`src/rtl/hsv2rgb_pkg.sv`:
```
// ----------------------------------------------------------------------------
// HSV to RGB package
// Shared types, pipeline stage numbers, sector codes and hue constants.
// ----------------------------------------------------------------------------
package hsv2rgb_pkg;

    localparam int NUM_STAGES = 8;

    localparam int STG_WRAP  = 0;
    localparam int STG_FOLD  = 1;
    localparam int STG_SPLIT = 2;
    localparam int STG_TERM  = 3;
    localparam int STG_MUL   = 4;
    localparam int STG_SCALE = 5;
    localparam int STG_DIV   = 6;
    localparam int STG_OUT   = 7;

    typedef logic [2:0] t_sector;

    localparam t_sector SEC_R2Y = 3'd0;
    localparam t_sector SEC_Y2G = 3'd1;
    localparam t_sector SEC_G2C = 3'd2;
    localparam t_sector SEC_C2B = 3'd3;
    localparam t_sector SEC_B2M = 3'd4;
    localparam t_sector SEC_M2R = 3'd5;

    typedef struct packed {
        logic [NUM_STAGES-1:0] load;
    } t_pipe_ctl;

    localparam logic [16:0] HUE_BIAS   = 17'd33120;
    localparam logic [15:0] HUE_RECIP  = 16'd46603;
    localparam logic [8:0]  DEG_FULL   = 9'd360;
    localparam logic [8:0]  DEG_SECTOR = 9'd60;
    localparam logic [12:0] DIV15_RECIP = 13'd4370;

    function automatic int sample_width(input int frac_bits);
        int w;
        w = (frac_bits >= 11) ? 11 : frac_bits + 1;
        return w;
    endfunction

endpackage

```
`src/rtl/hsv2rgb_ifs.sv`:
```
// ----------------------------------------------------------------------------
// HSV to RGB channel interfaces
// Valid/ready channels for the HSV input items and the RGB result items.
// ----------------------------------------------------------------------------
interface hsv2rgb_in_if;
    logic               valid;
    logic               ready;
    logic signed [15:0] hue_degrees;
    logic signed [11:0] saturation;
    logic signed [11:0] brightness;

    modport source (output valid, hue_degrees, saturation, brightness, input ready);
    modport sink (input valid, hue_degrees, saturation, brightness, output ready);
endinterface

interface hsv2rgb_out_if;
    logic       valid;
    logic       ready;
    logic [7:0] red;
    logic [7:0] green;
    logic [7:0] blue;

    modport source (output valid, red, green, blue, input ready);
    modport sink (input valid, red, green, blue, output ready);
endinterface

```
`src/rtl/hsv2rgb_hue.sv`:
```
// ----------------------------------------------------------------------------
// HSV to RGB hue stages
// Wraps the hue into 0..359 and splits it into a sector and a remainder.
// ----------------------------------------------------------------------------
module hsv2rgb_hue (
    input  logic                     i_clk,
    input  hsv2rgb_pkg::t_pipe_ctl   i_ctl,
    input  logic [15:0]              i_hue,
    output hsv2rgb_pkg::t_sector     o_sector,
    output logic [5:0]               o_rem
);
    import hsv2rgb_pkg::*;

    logic [16:0] hue_u;
    logic [32:0] wrap_prod;
    logic [16:0] r_u;
    logic [7:0]  r_qe;
    logic [16:0] fold_d;
    logic [9:0]  fold_lo;
    logic [8:0]  r_h;
    logic [8:0]  n_h;
    t_sector     r_sector;
    t_sector     n_sector;
    logic [5:0]  r_rem;
    logic [5:0]  n_rem;

    // The bias is a multiple of 360 that makes every hue positive.
    assign hue_u     = {i_hue[15], i_hue} + HUE_BIAS;
    assign wrap_prod = 33'(hue_u) * 33'(HUE_RECIP);

    always_ff @(posedge i_clk) begin
        if (i_ctl.load[STG_WRAP]) begin
            r_u  <= hue_u;
            r_qe <= wrap_prod[31:24];
        end
    end

    // The quotient estimate is exact or one short, so one correction suffices.
    assign fold_d  = r_u - 17'(r_qe) * 17'(DEG_FULL);
    assign fold_lo = fold_d[9:0];

    always_comb begin
        if (fold_lo >= 10'(DEG_FULL)) begin
            n_h = 9'(fold_lo - 10'(DEG_FULL));
        end else begin
            n_h = 9'(fold_lo);
        end
    end

    always_ff @(posedge i_clk) begin
        if (i_ctl.load[STG_FOLD]) begin
            r_h <= n_h;
        end
    end

    always_comb begin
        priority if (r_h < DEG_SECTOR) begin
            n_sector = SEC_R2Y;
            n_rem    = 6'(r_h);
        end else if (r_h < 9'(DEG_SECTOR * 2)) begin
            n_sector = SEC_Y2G;
            n_rem    = 6'(r_h - DEG_SECTOR);
        end else if (r_h < 9'(DEG_SECTOR * 3)) begin
            n_sector = SEC_G2C;
            n_rem    = 6'(r_h - 9'(DEG_SECTOR * 2));
        end else if (r_h < 9'(DEG_SECTOR * 4)) begin
            n_sector = SEC_C2B;
            n_rem    = 6'(r_h - 9'(DEG_SECTOR * 3));
        end else if (r_h < 9'(DEG_SECTOR * 5)) begin
            n_sector = SEC_B2M;
            n_rem    = 6'(r_h - 9'(DEG_SECTOR * 4));
        end else begin
            n_sector = SEC_M2R;
            n_rem    = 6'(r_h - 9'(DEG_SECTOR * 5));
        end
    end

    always_ff @(posedge i_clk) begin
        if (i_ctl.load[STG_SPLIT]) begin
            r_sector <= n_sector;
            r_rem    <= n_rem;
        end
    end

    assign o_sector = r_sector;
    assign o_rem    = r_rem;

endmodule

```
`src/rtl/hsv2rgb_scale.sv`:
```
// ----------------------------------------------------------------------------
// HSV to RGB channel scaler
// Forms floor(255 * v * t / (60 * ONE^2)) over three register stages.
// ----------------------------------------------------------------------------
module hsv2rgb_scale #(
    parameter int FRACTION_BITS = 10
) (
    input  logic                                             i_clk,
    input  hsv2rgb_pkg::t_pipe_ctl                           i_ctl,
    input  logic [hsv2rgb_pkg::sample_width(FRACTION_BITS)-1:0] i_v,
    input  logic [FRACTION_BITS+5:0]                         i_t,
    output logic [7:0]                                       o_chan
);
    import hsv2rgb_pkg::*;

    localparam int SW  = sample_width(FRACTION_BITS);
    localparam int TW  = FRACTION_BITS + 6;
    localparam int PW  = SW + TW;
    localparam int SH  = 2 * FRACTION_BITS + 2;
    localparam int SCW = (PW + 8 > SH + 12) ? PW + 8 : SH + 12;

    logic [PW-1:0]  r_prod;
    logic [SCW-1:0] prod_ext;
    logic [SCW-1:0] scaled;
    logic [11:0]    r_y;
    logic [24:0]    div_prod;
    logic [7:0]     r_chan;

    always_ff @(posedge i_clk) begin
        if (i_ctl.load[STG_MUL]) begin
            r_prod <= PW'(i_v) * PW'(i_t);
        end
    end

    // Dropping 2F+2 bits leaves a value below 15 * 256 that is then divided by 15.
    assign prod_ext = {{(SCW-PW){1'b0}}, r_prod};
    assign scaled   = (prod_ext << 8) - prod_ext;

    always_ff @(posedge i_clk) begin
        if (i_ctl.load[STG_SCALE]) begin
            r_y <= scaled[SH +: 12];
        end
    end

    assign div_prod = 25'(r_y) * 25'(DIV15_RECIP);

    always_ff @(posedge i_clk) begin
        if (i_ctl.load[STG_DIV]) begin
            r_chan <= div_prod[23:16];
        end
    end

    assign o_chan = r_chan;

endmodule

```
`src/rtl/hsv2rgb_to_rgb_converter.sv`:
```
// An item passes through eight register stages, the first of which is loaded at the
// edge that accepts it.
// Throughput: one item per cycle unless stalled; a stage holds its item while the next is full.
// The per-stage ready chain lets items close up behind a stalled output.
// Reset clears the stage valid bits only; no result is shown until an item arrives.
// ----------------------------------------------------------------------------
// HSV to RGB converter
// Wraps hue, clamps saturation and value, and forms exact truncated RGB bytes.
// ----------------------------------------------------------------------------
module hsv_to_rgb_converter #(
    parameter int FRACTION_BITS = 10
) (
    input  logic                 i_clk,
    input  logic                 i_rst_n,
    hsv2rgb_in_if.sink           i_hsv,
    hsv2rgb_out_if.source        o_rgb
);
    import hsv2rgb_pkg::*;

    localparam int SW = sample_width(FRACTION_BITS);
    localparam int TW = FRACTION_BITS + 6;
    localparam logic [31:0]   ONE_L  = 32'd1 << FRACTION_BITS;
    localparam logic [TW-1:0] FULL_T = TW'(60) << FRACTION_BITS;

    t_pipe_ctl             ctl;
    logic [NUM_STAGES-1:0] r_vld;

    logic signed [31:0] sat_ext;
    logic signed [31:0] val_ext;
    logic [SW-1:0]      n_s;
    logic [SW-1:0]      n_v;
    logic [SW-1:0]      r_s [STG_WRAP:STG_SPLIT];
    logic [SW-1:0]      r_v [STG_WRAP:STG_TERM];

    t_sector            hue_sector;
    logic [5:0]         hue_rem;
    t_sector            r_sec [STG_TERM:STG_DIV];

    logic [SW+5:0]      s_r;
    logic [SW+5:0]      s_nr;
    logic [SW+5:0]      s_60;
    logic [TW-1:0]      r_tp;
    logic [TW-1:0]      r_tq;
    logic [TW-1:0]      r_tt;

    logic [7:0]         ch_v;
    logic [7:0]         ch_p;
    logic [7:0]         ch_q;
    logic [7:0]         ch_t;
    logic [7:0]         r_red;
    logic [7:0]         r_green;
    logic [7:0]         r_blue;
    logic [7:0]         n_red;
    logic [7:0]         n_green;
    logic [7:0]         n_blue;

    always_comb begin
        ctl.load[STG_OUT] = !r_vld[STG_OUT] || o_rgb.ready;
        for (int k = STG_OUT - 1; k >= 0; k--) begin
            ctl.load[k] = !r_vld[k] || ctl.load[k+1];
        end
    end

    assign i_hsv.ready = ctl.load[STG_WRAP];

    always_ff @(posedge i_clk) begin
        if (!i_rst_n) begin
            r_vld <= '0;
        end else begin
            if (ctl.load[STG_WRAP]) begin
                r_vld[STG_WRAP] <= i_hsv.valid;
            end
            for (int k = 1; k < NUM_STAGES; k++) begin
                if (ctl.load[k]) begin
                    r_vld[k] <= r_vld[k-1];
                end
            end
        end
    end

    assign sat_ext = {{20{i_hsv.saturation[11]}}, i_hsv.saturation};
    assign val_ext = {{20{i_hsv.brightness[11]}}, i_hsv.brightness};

    always_comb begin
        priority if (sat_ext < 0) begin
            n_s = '0;
        end else if (sat_ext > $signed(ONE_L)) begin
            n_s = SW'(ONE_L);
        end else begin
            n_s = SW'(sat_ext);
        end
        priority if (val_ext < 0) begin
            n_v = '0;
        end else if (val_ext > $signed(ONE_L)) begin
            n_v = SW'(ONE_L);
        end else begin
            n_v = SW'(val_ext);
        end
    end

    always_ff @(posedge i_clk) begin
        if (ctl.load[STG_WRAP]) begin
            r_s[STG_WRAP] <= n_s;
            r_v[STG_WRAP] <= n_v;
        end
        for (int k = STG_FOLD; k <= STG_SPLIT; k++) begin
            if (ctl.load[k]) begin
                r_s[k] <= r_s[k-1];
            end
        end
        for (int k = STG_FOLD; k <= STG_TERM; k++) begin
            if (ctl.load[k]) begin
                r_v[k] <= r_v[k-1];
            end
        end
    end

    hsv2rgb_hue u_hue (
        .i_clk    (i_clk),
        .i_ctl    (ctl),
        .i_hue    (i_hsv.hue_degrees),
        .o_sector (hue_sector),
        .o_rem    (hue_rem)
    );

    assign s_r  = (SW+6)'(r_s[STG_SPLIT]) * (SW+6)'(hue_rem);
    assign s_nr = (SW+6)'(r_s[STG_SPLIT]) * (SW+6)'(6'd60 - hue_rem);
    assign s_60 = (SW+6)'(r_s[STG_SPLIT]) * (SW+6)'(60);

    always_ff @(posedge i_clk) begin
        if (ctl.load[STG_TERM]) begin
            r_tp           <= FULL_T - TW'(s_60);
            r_tq           <= FULL_T - TW'(s_r);
            r_tt           <= FULL_T - TW'(s_nr);
            r_sec[STG_TERM] <= hue_sector;
        end
        for (int k = STG_MUL; k <= STG_DIV; k++) begin
            if (ctl.load[k]) begin
                r_sec[k] <= r_sec[k-1];
            end
        end
    end

    hsv2rgb_scale #(.FRACTION_BITS(FRACTION_BITS)) u_scale_v (
        .i_clk  (i_clk),
        .i_ctl  (ctl),
        .i_v    (r_v[STG_TERM]),
        .i_t    (FULL_T),
        .o_chan (ch_v)
    );

    hsv2rgb_scale #(.FRACTION_BITS(FRACTION_BITS)) u_scale_p (
        .i_clk  (i_clk),
        .i_ctl  (ctl),
        .i_v    (r_v[STG_TERM]),
        .i_t    (r_tp),
        .o_chan (ch_p)
    );

    hsv2rgb_scale #(.FRACTION_BITS(FRACTION_BITS)) u_scale_q (
        .i_clk  (i_clk),
        .i_ctl  (ctl),
        .i_v    (r_v[STG_TERM]),
        .i_t    (r_tq),
        .o_chan (ch_q)
    );

    hsv2rgb_scale #(.FRACTION_BITS(FRACTION_BITS)) u_scale_t (
        .i_clk  (i_clk),
        .i_ctl  (ctl),
        .i_v    (r_v[STG_TERM]),
        .i_t    (r_tt),
        .o_chan (ch_t)
    );

    always_comb begin
        unique case (r_sec[STG_DIV])
            SEC_Y2G: begin
                n_red = ch_q; n_green = ch_v; n_blue = ch_p;
            end
            SEC_G2C: begin
                n_red = ch_p; n_green = ch_v; n_blue = ch_t;
            end
            SEC_C2B: begin
                n_red = ch_p; n_green = ch_q; n_blue = ch_v;
            end
            SEC_B2M: begin
                n_red = ch_t; n_green = ch_p; n_blue = ch_v;
            end
            SEC_M2R: begin
                n_red = ch_v; n_green = ch_p; n_blue = ch_q;
            end
            default: begin
                n_red = ch_v; n_green = ch_t; n_blue = ch_p;
            end
        endcase
    end

    always_ff @(posedge i_clk) begin
        if (ctl.load[STG_OUT]) begin
            r_red   <= n_red;
            r_green <= n_green;
            r_blue  <= n_blue;
        end
    end

    assign o_rgb.valid = r_vld[STG_OUT];
    assign o_rgb.red   = r_red;
    assign o_rgb.green = r_green;
    assign o_rgb.blue  = r_blue;

`ifndef SYNTH
    a_ready_when_out_free: assert property (@(posedge i_clk) disable iff (!i_rst_n)
        !r_vld[STG_OUT] |-> i_hsv.ready)
        else $error("input not ready although the output stage is empty");

    a_term_stage_holds: assert property (@(posedge i_clk) disable iff (!i_rst_n)
        r_vld[STG_TERM] && !ctl.load[STG_TERM] |=>
            r_vld[STG_TERM] && $stable(r_tp) && $stable(r_tq) && $stable(r_tt))
        else $error("term stage lost or changed a stalled item");

    a_empty_after_reset: assert property (@(posedge i_clk)
        $past(!i_rst_n) |-> !o_rgb.valid)
        else $error("result shown straight after reset");
`endif

endmodule
```
`src/flat_wrapper.sv`:
```
// flat-port wrapper written by rule: the top's interface ports become plain ports
module hsv_to_rgb_converter_flat import hsv2rgb_pkg::*;
#(
    parameter int FRACTION_BITS = 10
)
  (i_clk, i_rst_n, i_hsv_valid, i_hsv_hue_degrees, i_hsv_saturation, i_hsv_brightness, i_hsv_ready, o_rgb_valid, o_rgb_red, o_rgb_green, o_rgb_blue, o_rgb_ready);
  hsv2rgb_in_if i_hsv_i ();
  hsv2rgb_out_if o_rgb_i ();
  input  logic i_clk;
  input  logic i_rst_n;
  input wire logic [$bits(i_hsv_i.valid)-1:0] i_hsv_valid;
  input wire logic [$bits(i_hsv_i.hue_degrees)-1:0] i_hsv_hue_degrees;
  input wire logic [$bits(i_hsv_i.saturation)-1:0] i_hsv_saturation;
  input wire logic [$bits(i_hsv_i.brightness)-1:0] i_hsv_brightness;
  output wire logic [$bits(i_hsv_i.ready)-1:0] i_hsv_ready;
  output wire logic [$bits(o_rgb_i.valid)-1:0] o_rgb_valid;
  output wire logic [$bits(o_rgb_i.red)-1:0] o_rgb_red;
  output wire logic [$bits(o_rgb_i.green)-1:0] o_rgb_green;
  output wire logic [$bits(o_rgb_i.blue)-1:0] o_rgb_blue;
  input wire logic [$bits(o_rgb_i.ready)-1:0] o_rgb_ready;
  assign i_hsv_i.valid = i_hsv_valid;
  assign i_hsv_i.hue_degrees = i_hsv_hue_degrees;
  assign i_hsv_i.saturation = i_hsv_saturation;
  assign i_hsv_i.brightness = i_hsv_brightness;
  assign i_hsv_ready = i_hsv_i.ready;
  assign o_rgb_valid = o_rgb_i.valid;
  assign o_rgb_red = o_rgb_i.red;
  assign o_rgb_green = o_rgb_i.green;
  assign o_rgb_blue = o_rgb_i.blue;
  assign o_rgb_i.ready = o_rgb_ready;
  hsv_to_rgb_converter #(.FRACTION_BITS(FRACTION_BITS)) u_core (.i_clk(i_clk), .i_rst_n(i_rst_n), .i_hsv(i_hsv_i), .o_rgb(o_rgb_i));
endmodule
```
`config.mk`:
```
export PLATFORM = sky130hd
export DESIGN_NAME = hsv_to_rgb_converter_flat
export DESIGN_NICKNAME = d
export VERILOG_FILES = /design/src/rtl/hsv2rgb_pkg.sv /design/src/rtl/hsv2rgb_ifs.sv /design/src/rtl/hsv2rgb_hue.sv /design/src/rtl/hsv2rgb_scale.sv /design/src/rtl/hsv2rgb_to_rgb_converter.sv /design/src/flat_wrapper.sv
export SDC_FILE = /design/constraint.sdc
export NUM_CORES = 2
export LEC_CHECK = 0
export ABC_AREA = 1
export BUFFER_PORTS_ARGS = -buffer_cell sky130_fd_sc_hd__buf_2
export CORE_MARGIN = 2
export CORE_UTILIZATION = 34
export DETAILED_ROUTE_END_ITERATION = 8
export HOLD_SLACK_MARGIN = 0.12
export SLEW_MARGIN = 5
export SYNTH_ARGS = -nofsm -noshare
export SYNTH_HDL_FRONTEND = slang
export SYNTH_SLANG_ARGS = --single-unit
export TNS_END_PERCENT = 30
```
`constraint.sdc`:
```
create_clock -name i_clk -period 17.03 [get_ports i_clk]
set_input_delay 3.406 -clock i_clk [delete_from_list [all_inputs] [get_ports i_clk]]
set_output_delay 3.406 -clock i_clk [all_outputs]
set_load 0.005 [all_outputs]
```
==> results.yml <==
synthesis:
  synth_cell_types: 55
  synth_ff_type: "edfxtp_1"
  synth_top_area_frac: 0.224
  synthCells: 6362
  async_flop_share: 0
  yosysWarnings: 0
  synthesis.nets: 7741
  ys_top_cells_by_area: "fa_1, edfxtp_1, ha_1"
  syn_avg_cell_area_sq_um: 8.32
  synth_edf_count: 366
  yosysSeqAreaShare: 0.211
  synth_area_leader_cell: "fa_1"
  synth_seq_cells: 374
  synth_area_sq_mm: 0.0529
layout:
  antennaDiodeCount: 0
  drive_above_1_share: 0.0331
  nets: 7755
  layoutNonFillerInstCount: 8455
  filler_cell_count: 15900
  syn_to_final_growth_pct: 7.96
critical_path:
  worstSetupStartpointType: "input port"
  r2r_cells: 22
  worstPathArrival_ps: 6880
  end_kind: "output port"
  worstSetupPathType: "in2out"
  crit_required_ps: 13620
  cp_max_fo: 43
die:
  die_h_um: 398
  ios: 70
  start_util: 0.343
  rows: 144
  die_x_um: 398
  die-area_sq_mm: 0.159
  core_area_sq_mm: 0.154
outcome:
  status: "finished clean"
grt:
  grt_max_degree: 60
  grt_use_met1: 0.203
  met3_usage: 0.0150
  grt_usage: 0.153
  grt_overflow_total: 0
  grt_pass1_wl_mm: 202
  antenna_found_initial: 1
  grtUsageMet2: 0.269
  globalRoute.busiestLayer: "met2"
  first_global_vias: 41100
place:
  dpl.cell_count: 8372
  io_buffers: 69
  dp_hpwl_mm: 98.2
  gp_congestion: 0.897
timing:
  setup_tns_ps: 0
  hold_viol_final: 0
  fin_crit_ps: 10280
  fmax_ghz: 0.0972
  worst_pin_slew_ps: 1120
  setup_viol: 0
  grt_setup_unrepaired: "no"
  maxSlewHeadroom: 0.252
  fin_crit_sh: 0.604
  skew_ps: 51.2
  slew_violations: 0
detailed_routing:
  via_per_inst: 4.68
  first_pass_iters: 6
  ant_nets: 0
  vias: 39600
  drc_errors: 0
  wire_per_inst_um: 13.9
  wl_mm: 118
  initialDrtViolationCount: 1874
cts:
  cts_sinks: 374
  ctsResizeCount: 0
  htree_levels: 2
  cts_setup_buffers: 0
  hold_buffers: 0
  clockBufferDepth: 3
  numCtsBuffers: 46
  clock-root-buffer: "clkbuf_16"
  clkLatencyLatePin_ps: 650
  cts_tree: "done"
  clk_pin_slew_ps: 60
power:
  vdd.ir_drop.worst_v: 0.000254
  leakagePower_nw: 31.3
  powerDensity_mw_per_mm2: 197
min_path:
  hold_depth: 0
  hold_class: "reg2reg"
flow_run:
  cap_violations: 0
-- Yosys cell counts (9+ instances only) --
| cell | number |
|---|---|
| nor2_1 | 330 |
| o21ai_0 | 152 |
| xnor2_1 | 70 |
| inv_1 | 1609 |
| o21bai_1 | 27 |
| ha_1 | 742 |
| a21o_1 | 29 |
| a221oi_1 | 9 |
| nor3_1 | 59 |
| nor4_1 | 25 |
| o31ai_1 | 12 |
| a21oi_1 | 301 |
| a31oi_1 | 13 |
| o2111ai_1 | 15 |
| a21boi_0 | 9 |
| nand2_1 | 1363 |
| nand4_1 | 74 |
| edfxtp_1 | 366 |
| xor2_1 | 154 |
| o211ai_1 | 14 |
| a211oi_1 | 11 |
| o21a_1 | 13 |
| nand3_1 | 170 |
| clkbuf_1 | 113 |
| fa_1 | 593 |
-- state kept, by name, indices dropped and copies added, names as in the netlist, 9 cells and up --
name and cells:
u_core.r_v 44, u_core.r_s 33, u_core.u_scale_t.r_prod 27, u_core.u_scale_q.r_prod 26
u_core.u_scale_p.r_prod 25, u_core.r_tt 16, u_core.r_tq 15, u_core.u_scale_v.r_prod 15
u_core.r_tp 14, u_core.r_sec 12, u_core.u_scale_p.r_y 12, u_core.u_scale_q.r_y 12
u_core.u_scale_t.r_y 12, u_core.u_scale_v.r_y 12, u_core.u_hue.r_u 10, u_core.u_hue.r_h 9
-- layer usage --
metal	wire [um]	share of wire	up-vias
li1	-	-	19800
met3	4300	0.037	142
met4	2180	0.019	0
met2	56600	0.48	676
met1	54500	0.46	18900
met5	0	0	-
-- area by class of cell --
cell class | instances | area, sq um | share of cell area
inverters | 1613 | 6050 | 0.106
clock buffers | 49 | 1160 | 0.0204
multi-input cells | 4256 | 35300 | 0.617
repair buffers | 85 | 465 | 0.00815
flip-flops and latches | 374 | 11200 | 0.195
clock inverters | 34 | 460 | 0.00806
well taps | 2044 | 2560 | 0.0448
-- per-stage QoR --
| stage | utilization | total power, W | setup slack, ps | area, sq um | hold slack [ps] |
|---|---|---|---|---|---|
| 6_report | 0.370 | 0.0113 | 6750 | 57100 | 415 |
| 5_1_grt | 0.370 | 0.0127 | 6340 | 57100 | 426 |
| 4_1_cts | 0.370 | 0.0114 | 6650 | 57100 | 417 |
| 3_5_place_dp | 0.360 | 0.0102 | 6650 | 55500 | 405 |
| 3_3_place_gp | 0.360 | 0.0101 | 6750 | 55500 | 401 |
| 2_1_floorplan | - | 0.00816 | 5420 | 52900 | 400 |
-- worst paths after layout --
check | startpoint | to | slack, ps
hold / removal | u_core.r_v[2][2] | u_core.r_v[3][2] | 420
hold reg to reg | u_core.r_v[2][2] | u_core.r_v[3][2] | 420
setup reg to reg | u_core.u_hue.o_rem[1] | u_core.r_tt[15] | 10850
setup / recovery | o_rgb_ready | i_hsv_ready | 6750
-- cell usage in the layout, fill, tap and decap left out, types with 6 or more instances in the layout --
master / instances
dfxtp_1: 8
xnor2_1: 70
o21ai_0: 152
inv_2: 6
inv_1: 1607
o21a_1: 13
o31ai_1: 12
buf_4: 16
clkinv_2: 6
a31oi_1: 13
a221oi_1: 9
nor3_1: 59
o21ai_2: 7
fa_1: 593
a21oi_1: 301
bufinv_16: 8
o21bai_1: 27
o2111ai_1: 15
xor2_1: 154
ha_1: 742
clkinv_1: 7
nor4_1: 25
nand2_2: 9
clkbuf_16: 46
a21o_1: 29
edfxtp_1: 366
buf_2: 69
nor2_1: 330
a211oi_1: 11
o211ai_1: 14
nand4_1: 74
a21boi_0: 9
nand2_1: 1360
nand3_1: 170
-- power breakdown --
part,total [W],internal (W),leakage [nW],switching (W)
logic,0.00816,0.00305,26.4,0.00511
clock network,0.00104,0.000624,0.781,0.000411
registers,0.00209,0.00164,4.17,0.000452
-- worst max-delay path: stages --
cell and delay [ps]:
buf_2 100, nor2_2 150, nand2_2 480, nor2_2 410
nand2_4 380, nor2_2 370, nand2_2 570, nor2_2 340
nand2_2 60, buf_4 300, buf_2 220
-- logic make-up after synthesis --
family,synth area share
fa+ha+maj,0.400
compound gates,0.0683
simple gates,0.160
other cells,0.000142
buf+inv,0.123
flops,0.211
xor+xnor,0.0377
Power figures use the tool's default switching activity.
